--- config.mk ---
export PLATFORM = sky130hd
export DESIGN_NAME = sparse_set_table
export DESIGN_NICKNAME = d
export VERILOG_FILES = /design/src/rtl/sst_pkg.sv /design/src/rtl/sst_ctrl.sv /design/src/rtl/sst_datapath.sv /design/src/rtl/sparse_set_table.sv
export SDC_FILE = /design/constraint.sdc
export NUM_CORES = 2
export LEC_CHECK = 0
export BUFFER_PORTS_ARGS = -buffer_cell sky130_fd_sc_hd__buf_2
export CAP_MARGIN = 5
export CORE_ASPECT_RATIO = 0.75
export CORE_MARGIN = 5
export CORE_UTILIZATION = 35
export CTS_CLUSTER_SIZE = 28
export DETAILED_ROUTE_END_ITERATION = 6
export SETUP_SLACK_MARGIN = 0.02
export SLEW_MARGIN = 20
export SYNTH_ARGS = -nofsm -noshare
export SYNTH_HDL_FRONTEND = slang
export SYNTH_HIERARCHICAL = 1
export SYNTH_SLANG_ARGS = --single-unit
--- constraint.sdc ---
create_clock -name clock -period 25.7 [get_ports clock]
set_input_delay 6.425 -clock clock [delete_from_list [all_inputs] [get_ports clock]]
set_output_delay 6.425 -clock clock [all_outputs]
set_load 0.005 [all_outputs]
--- src/rtl/sst_pkg.sv ---
`default_nettype none

package sst_pkg;

   // Default table geometry
   localparam int KEY_COUNT_DEF = 256;
   localparam int CAPACITY_DEF  = 64;
   localparam int DATA_BITS_DEF = 32;

   // Request kinds
   typedef enum logic [2:0] {
      KIND_INSERT = 3'd0,
      KIND_REMOVE = 3'd1,
      KIND_LOOKUP = 3'd2,
      KIND_READ   = 3'd3,
      KIND_CLEAR  = 3'd4
   } sst_kind_type;

   // Result status codes
   typedef enum logic [2:0] {
      ST_OK       = 3'd0,
      ST_DUP      = 3'd1,
      ST_NOTFOUND = 3'd2,
      ST_FULL     = 3'd3,
      ST_RANGE    = 3'd4
   } sst_status_type;

   // Controller states
   typedef enum logic [2:0] {
      S_IDLE,
      S_LOOK1,
      S_LOOK2,
      S_READ1,
      S_CHECK,
      S_SHIFT,
      S_RESP
   } sst_state_type;

   // Source of the dense-array read address
   typedef enum logic [1:0] {
      PRD_KP,
      PRD_REQ,
      PRD_KP_NEXT,
      PRD_SKIP
   } sst_prd_sel_type;

   // Which result fields get filled
   typedef enum logic [2:0] {
      FILL_NONE,
      FILL_DUP,
      FILL_INSERT,
      FILL_LOOKUP,
      FILL_READ
   } sst_fill_type;

   typedef struct packed {
      logic [2:0]  kind;
      logic [7:0]  key;
      logic [31:0] value;
      logic [5:0]  position;
   } sst_req_type;

   typedef struct packed {
      logic [2:0]  status;
      logic        found;
      logic [7:0]  key_out;
      logic [31:0] value_out;
      logic [5:0]  position_out;
      logic [6:0]  count;
   } sst_rsp_type;

   // Controller to datapath
   typedef struct packed {
      logic            capture;
      sst_prd_sel_type prd_sel;
      logic            ins_write;
      logic            shift_write;
      logic            idx_load;
      logic            count_dec;
      logic            count_clear;
      logic            res_load;
      sst_status_type  res_status;
      sst_fill_type    res_fill;
      logic            rsp_load;
   } sst_cmd_type;

   // Datapath to controller
   typedef struct packed {
      logic [2:0] kind;
      logic       key_ok;
      logic       hit;
      logic       full;
      logic       in_range;
      logic       more_first;
      logic       more_next;
   } sst_stat_type;

endpackage

`default_nettype wire

--- src/rtl/sst_ctrl.sv ---
`default_nettype none

module sst_ctrl (
   input  wire logic               clock,
   input  wire logic               reset,
   input  wire logic               req_valid,
   input  wire logic [2:0]         req_kind,
   output logic                    req_ready,
   output logic                    rsp_valid,
   input  wire logic               rsp_ready,
   input  wire sst_pkg::sst_stat_type st,
   output sst_pkg::sst_cmd_type    cmd
);
   import sst_pkg::*;

   sst_state_type state_ff, state_in;
   logic          rsp_valid_ff, rsp_valid_in;

   // Next state
   always_comb begin
      state_in = state_ff;
      unique case (state_ff)
         S_IDLE: begin
            if (req_valid) begin
               unique case (sst_kind_type'(req_kind))
                  KIND_INSERT, KIND_REMOVE, KIND_LOOKUP: state_in = S_LOOK1;
                  KIND_READ: state_in = S_READ1;
                  default:   state_in = S_CHECK;
               endcase
            end
         end
         S_LOOK1: state_in = S_LOOK2;
         S_LOOK2: state_in = S_CHECK;
         S_READ1: state_in = S_CHECK;
         S_CHECK: begin
            if (sst_kind_type'(st.kind) == KIND_REMOVE && st.hit && st.more_first) begin
               state_in = S_SHIFT;
            end else begin
               state_in = S_RESP;
            end
         end
         S_SHIFT: begin
            if (!st.more_next) begin
               state_in = S_RESP;
            end
         end
         S_RESP: begin
            if (!rsp_valid_ff || rsp_ready) begin
               state_in = S_IDLE;
            end
         end
         default: state_in = S_IDLE;
      endcase
   end

   // Command outputs
   always_comb begin
      cmd            = '0;
      cmd.prd_sel    = PRD_KP;
      cmd.res_status = ST_OK;
      cmd.res_fill   = FILL_NONE;
      unique case (state_ff)
         S_IDLE: cmd.capture = req_valid;
         S_LOOK1: ;
         S_LOOK2: cmd.prd_sel = PRD_KP;
         S_READ1: cmd.prd_sel = PRD_REQ;
         S_CHECK: begin
            cmd.res_load = 1'b1;
            unique case (sst_kind_type'(st.kind))
               KIND_INSERT: begin
                  priority if (!st.key_ok) begin
                     cmd.res_status = ST_NOTFOUND;
                  end else if (st.hit) begin
                     cmd.res_status = ST_DUP;
                     cmd.res_fill   = FILL_DUP;
                  end else if (st.full) begin
                     cmd.res_status = ST_FULL;
                  end else begin
                     cmd.ins_write = 1'b1;
                     cmd.res_fill  = FILL_INSERT;
                  end
               end
               KIND_REMOVE: begin
                  if (st.hit) begin
                     if (st.more_first) begin
                        cmd.idx_load = 1'b1;
                        cmd.prd_sel  = PRD_KP_NEXT;
                     end else begin
                        cmd.count_dec = 1'b1;
                     end
                  end else begin
                     cmd.res_status = ST_NOTFOUND;
                  end
               end
               KIND_LOOKUP: begin
                  if (st.hit) begin
                     cmd.res_fill = FILL_LOOKUP;
                  end else begin
                     cmd.res_status = ST_NOTFOUND;
                  end
               end
               KIND_READ: begin
                  if (st.in_range) begin
                     cmd.res_fill = FILL_READ;
                  end else begin
                     cmd.res_status = ST_RANGE;
                  end
               end
               KIND_CLEAR: cmd.count_clear = 1'b1;
               default: ;
            endcase
         end
         S_SHIFT: begin
            cmd.shift_write = 1'b1;
            if (st.more_next) begin
               cmd.prd_sel = PRD_SKIP;
            end else begin
               cmd.count_dec = 1'b1;
            end
         end
         S_RESP: cmd.rsp_load = !rsp_valid_ff || rsp_ready;
         default: ;
      endcase
   end

   // Hold the result valid until the transfer completes
   always_comb begin
      if (cmd.rsp_load) begin
         rsp_valid_in = 1'b1;
      end else if (rsp_ready) begin
         rsp_valid_in = 1'b0;
      end else begin
         rsp_valid_in = rsp_valid_ff;
      end
   end

   always_ff @(posedge clock) begin
      if (reset) begin
         state_ff     <= S_IDLE;
         rsp_valid_ff <= 1'b0;
      end else begin
         state_ff     <= state_in;
         rsp_valid_ff <= rsp_valid_in;
      end
   end

   assign req_ready = (state_ff == S_IDLE);
   assign rsp_valid = rsp_valid_ff;

endmodule

`default_nettype wire

--- src/rtl/sst_datapath.sv ---
`default_nettype none

module sst_datapath #(
   parameter int KEY_COUNT = sst_pkg::KEY_COUNT_DEF,
   parameter int CAPACITY  = sst_pkg::CAPACITY_DEF,
   parameter int DATA_BITS = sst_pkg::DATA_BITS_DEF
) (
   input  wire logic                 clock,
   input  wire logic                 reset,
   input  wire sst_pkg::sst_cmd_type cmd,
   output sst_pkg::sst_stat_type     st,
   input  wire sst_pkg::sst_req_type req_data,
   output sst_pkg::sst_rsp_type      rsp_data
);
   import sst_pkg::*;

   localparam int KW   = $clog2(KEY_COUNT);
   localparam int PW   = $clog2(CAPACITY);
   localparam int CNTW = $clog2(CAPACITY + 1);
   localparam int XW   = CNTW + 1;

   // Storage
   logic [PW-1:0]        k2p_mem [KEY_COUNT];
   logic [KW-1:0]        pkey_mem [CAPACITY];
   logic [DATA_BITS-1:0] pval_mem [CAPACITY];

   sst_req_type          req_ff;
   logic [CNTW-1:0]      count_ff, count_in;
   logic [PW-1:0]        idx_ff, idx_in;
   logic [PW-1:0]        kp_rd_ff;
   logic [KW-1:0]        pk_rd_ff;
   logic [DATA_BITS-1:0] pv_rd_ff;
   sst_rsp_type          res_ff, res_in;
   sst_rsp_type          rsp_ff, rsp_in;

   logic [KW-1:0]        req_key_idx;
   logic [PW-1:0]        prd_addr;
   logic                 k2p_we;
   logic [KW-1:0]        k2p_waddr;
   logic [PW-1:0]        k2p_wdata;
   logic                 pos_we;
   logic [PW-1:0]        pos_waddr;
   logic [KW-1:0]        pkey_wdata;
   logic [DATA_BITS-1:0] pval_wdata;

   assign req_key_idx = KW'(req_ff.key);

   // Dense-array read address
   always_comb begin
      unique case (cmd.prd_sel)
         PRD_KP:      prd_addr = kp_rd_ff;
         PRD_REQ:     prd_addr = PW'(req_ff.position);
         PRD_KP_NEXT: prd_addr = kp_rd_ff + PW'(1);
         PRD_SKIP:    prd_addr = idx_ff + PW'(2);
         default:     prd_addr = kp_rd_ff;
      endcase
   end

   // Write ports: append on insert, shift down on remove
   always_comb begin
      k2p_we     = cmd.ins_write || cmd.shift_write;
      pos_we     = cmd.ins_write || cmd.shift_write;
      if (cmd.ins_write) begin
         k2p_waddr  = req_key_idx;
         k2p_wdata  = PW'(count_ff);
         pos_waddr  = PW'(count_ff);
         pkey_wdata = req_key_idx;
         pval_wdata = DATA_BITS'(req_ff.value);
      end else begin
         k2p_waddr  = pk_rd_ff;
         k2p_wdata  = idx_ff;
         pos_waddr  = idx_ff;
         pkey_wdata = pk_rd_ff;
         pval_wdata = pv_rd_ff;
      end
   end

   always_ff @(posedge clock) begin
      if (k2p_we) begin
         k2p_mem[k2p_waddr] <= k2p_wdata;
      end
      kp_rd_ff <= k2p_mem[req_key_idx];
   end

   always_ff @(posedge clock) begin
      if (pos_we) begin
         pkey_mem[pos_waddr] <= pkey_wdata;
         pval_mem[pos_waddr] <= pval_wdata;
      end
      pk_rd_ff <= pkey_mem[prd_addr];
      pv_rd_ff <= pval_mem[prd_addr];
   end

   // Entry count and shift index
   always_comb begin
      priority if (cmd.count_clear) begin
         count_in = '0;
      end else if (cmd.ins_write) begin
         count_in = count_ff + CNTW'(1);
      end else if (cmd.count_dec) begin
         count_in = count_ff - CNTW'(1);
      end else begin
         count_in = count_ff;
      end
   end

   always_comb begin
      priority if (cmd.idx_load) begin
         idx_in = kp_rd_ff;
      end else if (cmd.shift_write) begin
         idx_in = idx_ff + PW'(1);
      end else begin
         idx_in = idx_ff;
      end
   end

   always_ff @(posedge clock) begin
      if (reset) begin
         count_ff <= '0;
      end else begin
         count_ff <= count_in;
      end
   end

   always_ff @(posedge clock) begin
      idx_ff <= idx_in;
   end

   // Capture the request
   always_ff @(posedge clock) begin
      if (cmd.capture) begin
         req_ff <= req_data;
      end
   end

   // Status toward the controller
   always_comb begin
      st.kind       = req_ff.kind;
      st.key_ok     = int'(req_ff.key) < KEY_COUNT;
      st.hit        = st.key_ok && (CNTW'(kp_rd_ff) < count_ff) && (pk_rd_ff == req_key_idx);
      st.full       = int'(count_ff) >= CAPACITY;
      st.in_range   = int'(req_ff.position) < int'(count_ff);
      st.more_first = (XW'(kp_rd_ff) + XW'(1)) < XW'(count_ff);
      st.more_next  = (XW'(idx_ff) + XW'(2)) < XW'(count_ff);
   end

   // Result fields
   always_comb begin
      res_in        = '0;
      res_in.status = cmd.res_status;
      unique case (cmd.res_fill)
         FILL_NONE: ;
         FILL_DUP:  res_in.position_out = 6'(kp_rd_ff);
         FILL_INSERT: res_in.position_out = 6'(count_ff);
         FILL_LOOKUP: begin
            res_in.found        = 1'b1;
            res_in.position_out = 6'(kp_rd_ff);
            res_in.value_out    = 32'(pv_rd_ff);
         end
         FILL_READ: begin
            res_in.key_out   = 8'(pk_rd_ff);
            res_in.value_out = 32'(pv_rd_ff);
         end
         default: ;
      endcase
   end

   always_ff @(posedge clock) begin
      if (cmd.res_load) begin
         res_ff <= res_in;
      end
   end

   // Output register, count taken once the item has finished
   always_comb begin
      rsp_in       = res_ff;
      rsp_in.count = 7'(count_ff);
   end

   always_ff @(posedge clock) begin
      if (cmd.rsp_load) begin
         rsp_ff <= rsp_in;
      end
   end

   assign rsp_data = rsp_ff;

endmodule

`default_nettype wire

--- src/rtl/sparse_set_table.sv ---
// Steps: insert, remove and lookup pass S_LOOK1, S_LOOK2, S_CHECK; read by position
// S_READ1, S_CHECK; clear S_CHECK alone; a remove with later entries then shifts them
// down in S_SHIFT, one entry per cycle; all end in S_RESP, which loads the output register.
// A new request is taken only in S_IDLE, once the last one has left S_RESP.
// Reset: synchronous; empties the table at once, no clearing pass.
`default_nettype none

module sparse_set_table #(
   parameter int KEY_COUNT = sst_pkg::KEY_COUNT_DEF,
   parameter int CAPACITY  = sst_pkg::CAPACITY_DEF,
   parameter int DATA_BITS = sst_pkg::DATA_BITS_DEF
) (
   input  wire logic                 clock,
   input  wire logic                 reset,
   input  wire logic                 req_valid,
   output logic                      req_ready,
   input  wire sst_pkg::sst_req_type req_data,
   output logic                      rsp_valid,
   input  wire logic                 rsp_ready,
   output sst_pkg::sst_rsp_type      rsp_data
);
   import sst_pkg::*;

   sst_cmd_type  cmd;
   sst_stat_type st;

   sst_ctrl u_ctrl (
      .clock     (clock),
      .reset     (reset),
      .req_valid (req_valid),
      .req_kind  (req_data.kind),
      .req_ready (req_ready),
      .rsp_valid (rsp_valid),
      .rsp_ready (rsp_ready),
      .st        (st),
      .cmd       (cmd)
   );

   sst_datapath #(
      .KEY_COUNT (KEY_COUNT),
      .CAPACITY  (CAPACITY),
      .DATA_BITS (DATA_BITS)
   ) u_datapath (
      .clock    (clock),
      .reset    (reset),
      .cmd      (cmd),
      .st       (st),
      .req_data (req_data),
      .rsp_data (rsp_data)
   );

endmodule

`default_nettype wire

* Word level (Yosys, flattened, before mapping) *
Memory sizes are Yosys's and may differ from the RTL's. A register that Yosys moved wholly into a read port is not among the register bits.
Cells that the tools add are included.

storage, ports and cells
  memory bits (writable) = 4,096
  word-level logic and storage cells = 128
  bits in registers = 173
  input bits = 53
  memories = 3

operators by class
  mux-type cells = 50
  add/subtract/negate cells = 7
  eq/ne operators = 24
  $lt $le $gt $ge = 5
  reduce and logical (&&, ||, !) cells = 20

memory list
  memory               depth  width  rd ports  clocked after Yosys merged registers in  write ports  RTL line            text
  u_datapath.pval_mem  64     32     1         1                                        1            sst_datapath.sv:25  logic [DATA_BITS-1:0] pval_mem [CAPACITY];
  u_datapath.k2p_mem   256    6      1         1                                        1            sst_datapath.sv:23  logic [PW-1:0] k2p_mem [KEY_COUNT];
  u_datapath.pkey_mem  64     8      1         1                                        1            sst_datapath.sv:24  logic [KW-1:0] pkey_mem [CAPACITY];

operator list
  cell                   count
  $mux W32               1
  $eq A3 B2 Y1 const B   8
  $pmux W6 S4            1
  $mux W2                11
  $mux W6                3
  $pmux W3 S3            2
  $pmux W3 S6            1
  $mux W1                17
  $lt A8 B7 Y1           2
  $mux W8                2
  $eq A3 B3 Y1 const B   5
  $mux W3                5
  $lt A6 B7 Y1           2
  $mux W7                2
  $add A6 B1 Y6 const B  2
  $eq A3 B1 Y1 const B   4
  $pmux W6 S2            1
  $reduce_or A2 Y1       5
  $logic_not A3 Y1       3
  $eq A8 B8 Y1           1
  $add A6 B1 Y7 const B  1
  $add A6 B2 Y7 const B  1
  $add A7 B1 Y7 const B  1
  $ge A7 B7 Y1 const B   1
  other kinds (17)       24

* Logic depth before layout (Yosys ltp) *
  depth in word-level cells = 8
  mapped depth = 25
  depth with buffers taken out = 21

* Modules after synthesis *
The synthesis kept the hierarchy.

modules (own cells, without submodules)
  module        cells each  area an instance (µm²)  sequential area each (µm²)  times used
  sst_datapath  9,369       167,144.1               128,923.6                   1
  sst_ctrl      70          536.8                   80.1                        1

* Worst setup path after synthesis *
OpenSTA, ideal clock, no wires.

  path type = register to register
  start = register u_datapath.req_ff, in the netlist u_datapath/req_key_idx[0]
  end = memory u_datapath/pkey_mem[40][0] (netlist name) (enable)
  library setup time = 438 ps
  clock period less this slack = 9,247 ps
  buffers on the path = 9
  setup slack = 16,453 ps
  stages on the path, launching flop included = 18
  required time = 25,262 ps
  data arrival time = 8,809 ps
  cell sequence = edfxtp_1 > buf_4 > buf_6 > buf_4 > buf_4 > buf_4 > buf_4 > xnor2_1 > nand4_1 > nor3_1 > nor3_1 > clkbuf_1 > buf_1 > buf_1 > mux2i_1 > inv_1 > nand2_1 > nor2_1

RTL lines
  element                 RTL line             text
  from (decl)             sst_datapath.sv:27   sst_req_type req_ff;
  from (signal assigned)  sst_datapath.sv:132  req_ff <= req_data;
  to (decl)               sst_datapath.sv:24

==> summary.txt <==
Yosys reg bits: 4,315
Critical path data arrival time: 10.28 ns
Sequential element share of the synthesized area: 0.769
Die Area: 493,000 sq um
Buf/Inv on CP: 5
Gate Count Post-Synth: 9,439
Worst r2r path cells: 23
First-pass DRT Iterations: 6
Die H: 609 um
Core Footprint: 478,000 sq um
Initial DRC count: 11,600
Wirelength, routed: 464,000 um
Postcts setup bufs: 0
Total grt overflow: 0
CTS Root Cell: clkbuf_16
Endpoints failing hold: 0
Non-filler instance count after layout: 16,300
Peak supply drop: 0.000127 V
Rel. slew slack: 0.105
CP most frequent cell: a21o_1
Worst-Skew Late Latency: 0.98 ns
CTS H-tree lvls: 5
Syn nets: 9,525
CP max stage cell: buf_4
Setup Skew: 0.0495 ns
CP top delay family: buffers and inverters
Top cells by area, synth: edfxtp_1 (76%), mux4_2 (5.9%), mux2i_1 (4.4%), nand2_1 (2.6%), nor2_1 (0.92%)
Critical path's largest stage delay: 0.90 ns
Synthesis-to-layout area growth: 13.3%
Number of CTS-inserted buffers: 430
Min Tclk post-route: 9.48 ns
WS Path Type: register to register
RR Endpoint: u_datapath/pv_rd_ff[26]
Worst Setup End Kind: register
CTS tree: yes
Hold_sp: u_datapath/res_ff[29]
Post-synth EDFFs: 4,258
Via-to-Cell Ratio: 5.57
Worst R2R Setup Slack: 16.22 ns
Status: complete, no violations
IO Pins: 112
Worst-path clk slew: 0.06 ns
Top FF cell, synth: edfxtp_1
Die Wd: 809 um
WP data required: 26.49 ns
Pwr/cell area: 101 nW/um^2
Core Rows: 220
GRT Util Overall: 0.181
Wirelength per Cell: 28.4 um
Cells along the critical path: inv_1 -> ha_1 -> a21o_1 -> a21o_1 -> a21o_1 -> a21o_1 -> a21oi_1 -> nor2_1 -> nor3_1 -> nand3b_4 -> or3b_4 -> o21ai_2 -> and3_1 -> inv_2 -> mux4_4 -> buf_12 -> buf_4 -> buf_4 -> mux4_2 -> nand2_1 -> nand3_1 -> o21ai_1 -> nor4_1
Setup tns final: 0 ns
Post-route ant nets: 0
RSZ-0062 raised after global routing: no
Fraction of layout cells with a size suffix above 1: 0.160
Ys async rst share: 0
Maximum clock rate: 105 MHz
CP max FO: 149
HP Class: register to register
Routability Congestion: 0.857
Maximum root-to-sink buffer count: 4
Mapped Area: 168,000 sq um
Tcrit/Tclk final: 0.369
Hold depth: 0
Leakage power: 60.3 nW
Synth warn: 6
Post-CTS Resized: 0
Total clock sinks: 4,315
Worst hold slack: 0.422 ns
Global-route wire length before repair: 658,000 um
Slew @ Worst Pin: 1.33 ns
Yosys top cell area share: 0.763
Detailed Place HPWL: 254,000 um
Post-CTS Hold Fix Bufs: 0
PortBufs: 111
Netlist cell types: 75
Vias in the first global route: 89,900
Via count: 91,100
Hold EP: u_datapath/rsp_data[29]
Largest net degree at the start of global routing: 175
Starting density of the core: 0.351
Max Slew Vio Count: 0
Largest area contributor in the netlist: edfxtp_1
Post-Place Cells: 15,500
Antenna violations before repair: 37
Avg Inst Size Synth: 17.8 sq um
DRC: 0
Critical path startpoint category: register
Final setup fails: 0
Worst r2r src: u_datapath/count_ff[1]
Layout net count: 9,691
Max-Cap Viols: 0
## cells by family after synthesis
group | share of synthesized area
flops | 0.769
mux | 0.111
fa+ha+maj | 0.00251
buf+inv | 0.0155
simple gates | 0.0547
other cells | 0.0000224
xor+xnor | 0.00157
compound gates | 0.0455
## area by class of cell
cell class | instances | area (sq um)
fillers | 42200 | 288000
flip-flops and latches | 4315 | 129000
multi-input cells | 4526 | 36900
clock buffers | 527 | 11300
well taps | 6327 | 7920
clock inverters | 267 | 2330
repair buffers | 302 | 2200
inverters | 30 | 150
diodes | 52 | 130
## cell usage after synthesis, types with 17 or more instances
master and count:
nor2b_1 18, clkbuf_1 302, buf_2 153, ha_1 32, and3_1 17, nand2_1 1182, dfxtp_1 57, o211ai_1 75
a32o_1 83, and2_0 51, a31oi_1 170, nand3_1 227, a21oi_1 77, mux2_2 112, o221ai_1 25, a211oi_1 102
a22o_1 37, buf_1 73, o22ai_1 82, nor2_1 409, mux4_2 442, nand4_1 43, inv_1 26, buf_4 35
o21ai_1 37, o21ai_0 40, mux2i_1 733, a22oi_1 53, edfxtp_1 4258, nor4_1 48, a221oi_1 90, a32oi_1 121
and2_1 89, nor3_1 17
## stage by stage
stage,instance area (sq um),power (mW),utilization,setup WS [ns]
finish,190000,19.2,0.397,16.22
global route,190000,19.9,0.397,15.86
CTS,190000,19.2,0.397,16.39
detailed placement,176000,13.2,0.368,16.41
global placement,176000,13.1,0.368,16.50
floorplan,168000,11.4,-,16.45
## flip-flops by register name (all words and copies together) (netlist names), 7 cells and up
| register | flops |
|---|---|
| u_datapath/count_ff | 7 |
| u_datapath/k2p_mem | 1536 |
| u_datapath/pk_rd_ff | 8 |
| u_datapath/pkey_mem | 512 |
| u_datapath/pv_rd_ff | 32 |
| u_datapath/pval_mem | 2048 |
| u_datapath/req_ff | 38 |
| u_datapath/req_key_idx | 8 |
| u_datapath/res_ff | 50 |
| u_datapath/rsp_data | 57 |
## power by group
group	total (mW)	switching, mW	internal [mW]
combinational	4.57	3.23	1.34
clock	6.09	2.62	3.46
sequential	8.52	0.0910	8.43
total	19.2	5.94	13.2
## cell usage in the layout, fill, tap and decap left out, drive strengths merged, types with 13 or more instances in the layout
cell type,Yosys,routed
a21oi,77,77
mux4,442,442
inv,28,43
a32o,83,83
nand4,43,43
nor2b,18,18
a22oi,53,53
o221ai,25,25
a22o,37,37
diode,0,52
clkinv,2,200
buf,265,302
xnor2,16,16
ha,32,32
nand2b,13,13
mux2i,733,733
clkinvlp,0,20
clkbuf,303,527
bufinv,0,34
a211oi,102,102
nor3,19,19
o211ai,75,75
nand3,227,227
a32oi,121,121
dfxtp,57,57
edfxtp,4258,4258
xor2,14,14
a221oi,90,90
and3,17,17
mux2,116,116
nor4,48,48
o22ai,82,82
a31oi,170,170
nand2,1183,1183
nor2,411,411
o21ai,78,78
and2,140,140
## layer usage
metal	up-vias	track usage	wire length, um	share of wire
met3	800	0.0364	46700	0.10
li1	37900	-	-	-
met5	-	0	13	0.000028
met1	47600	0.261	193000	0.42
met2	4729	0.273	206000	0.45
met4	2	0.0664	18100	0.039
## worst max path at each step
stage,start,endpoint,slack [ns],cells after the start
floorplan,u_datapath/req_key_idx[0],u_datapath/pkey_mem[40][0],16.45,17
detailed placement,u_datapath/count_ff[1],u_datapath/pv_rd_ff[31],16.41,23
global route,u_datapath/count_ff[1],u_datapath/pv_rd_ff[31],15.86,23
global placement,u_datapath/count_ff[1],u_datapath/pv_rd_ff[31],16.50,23
CTS,u_datapath/count_ff[1],u_datapath/pv_rd_ff[31],16.39,23
finish,u_datapath/count_ff[1],u_datapath/pv_rd_ff[26],16.22,23
(Power assumes the default switching activity.)
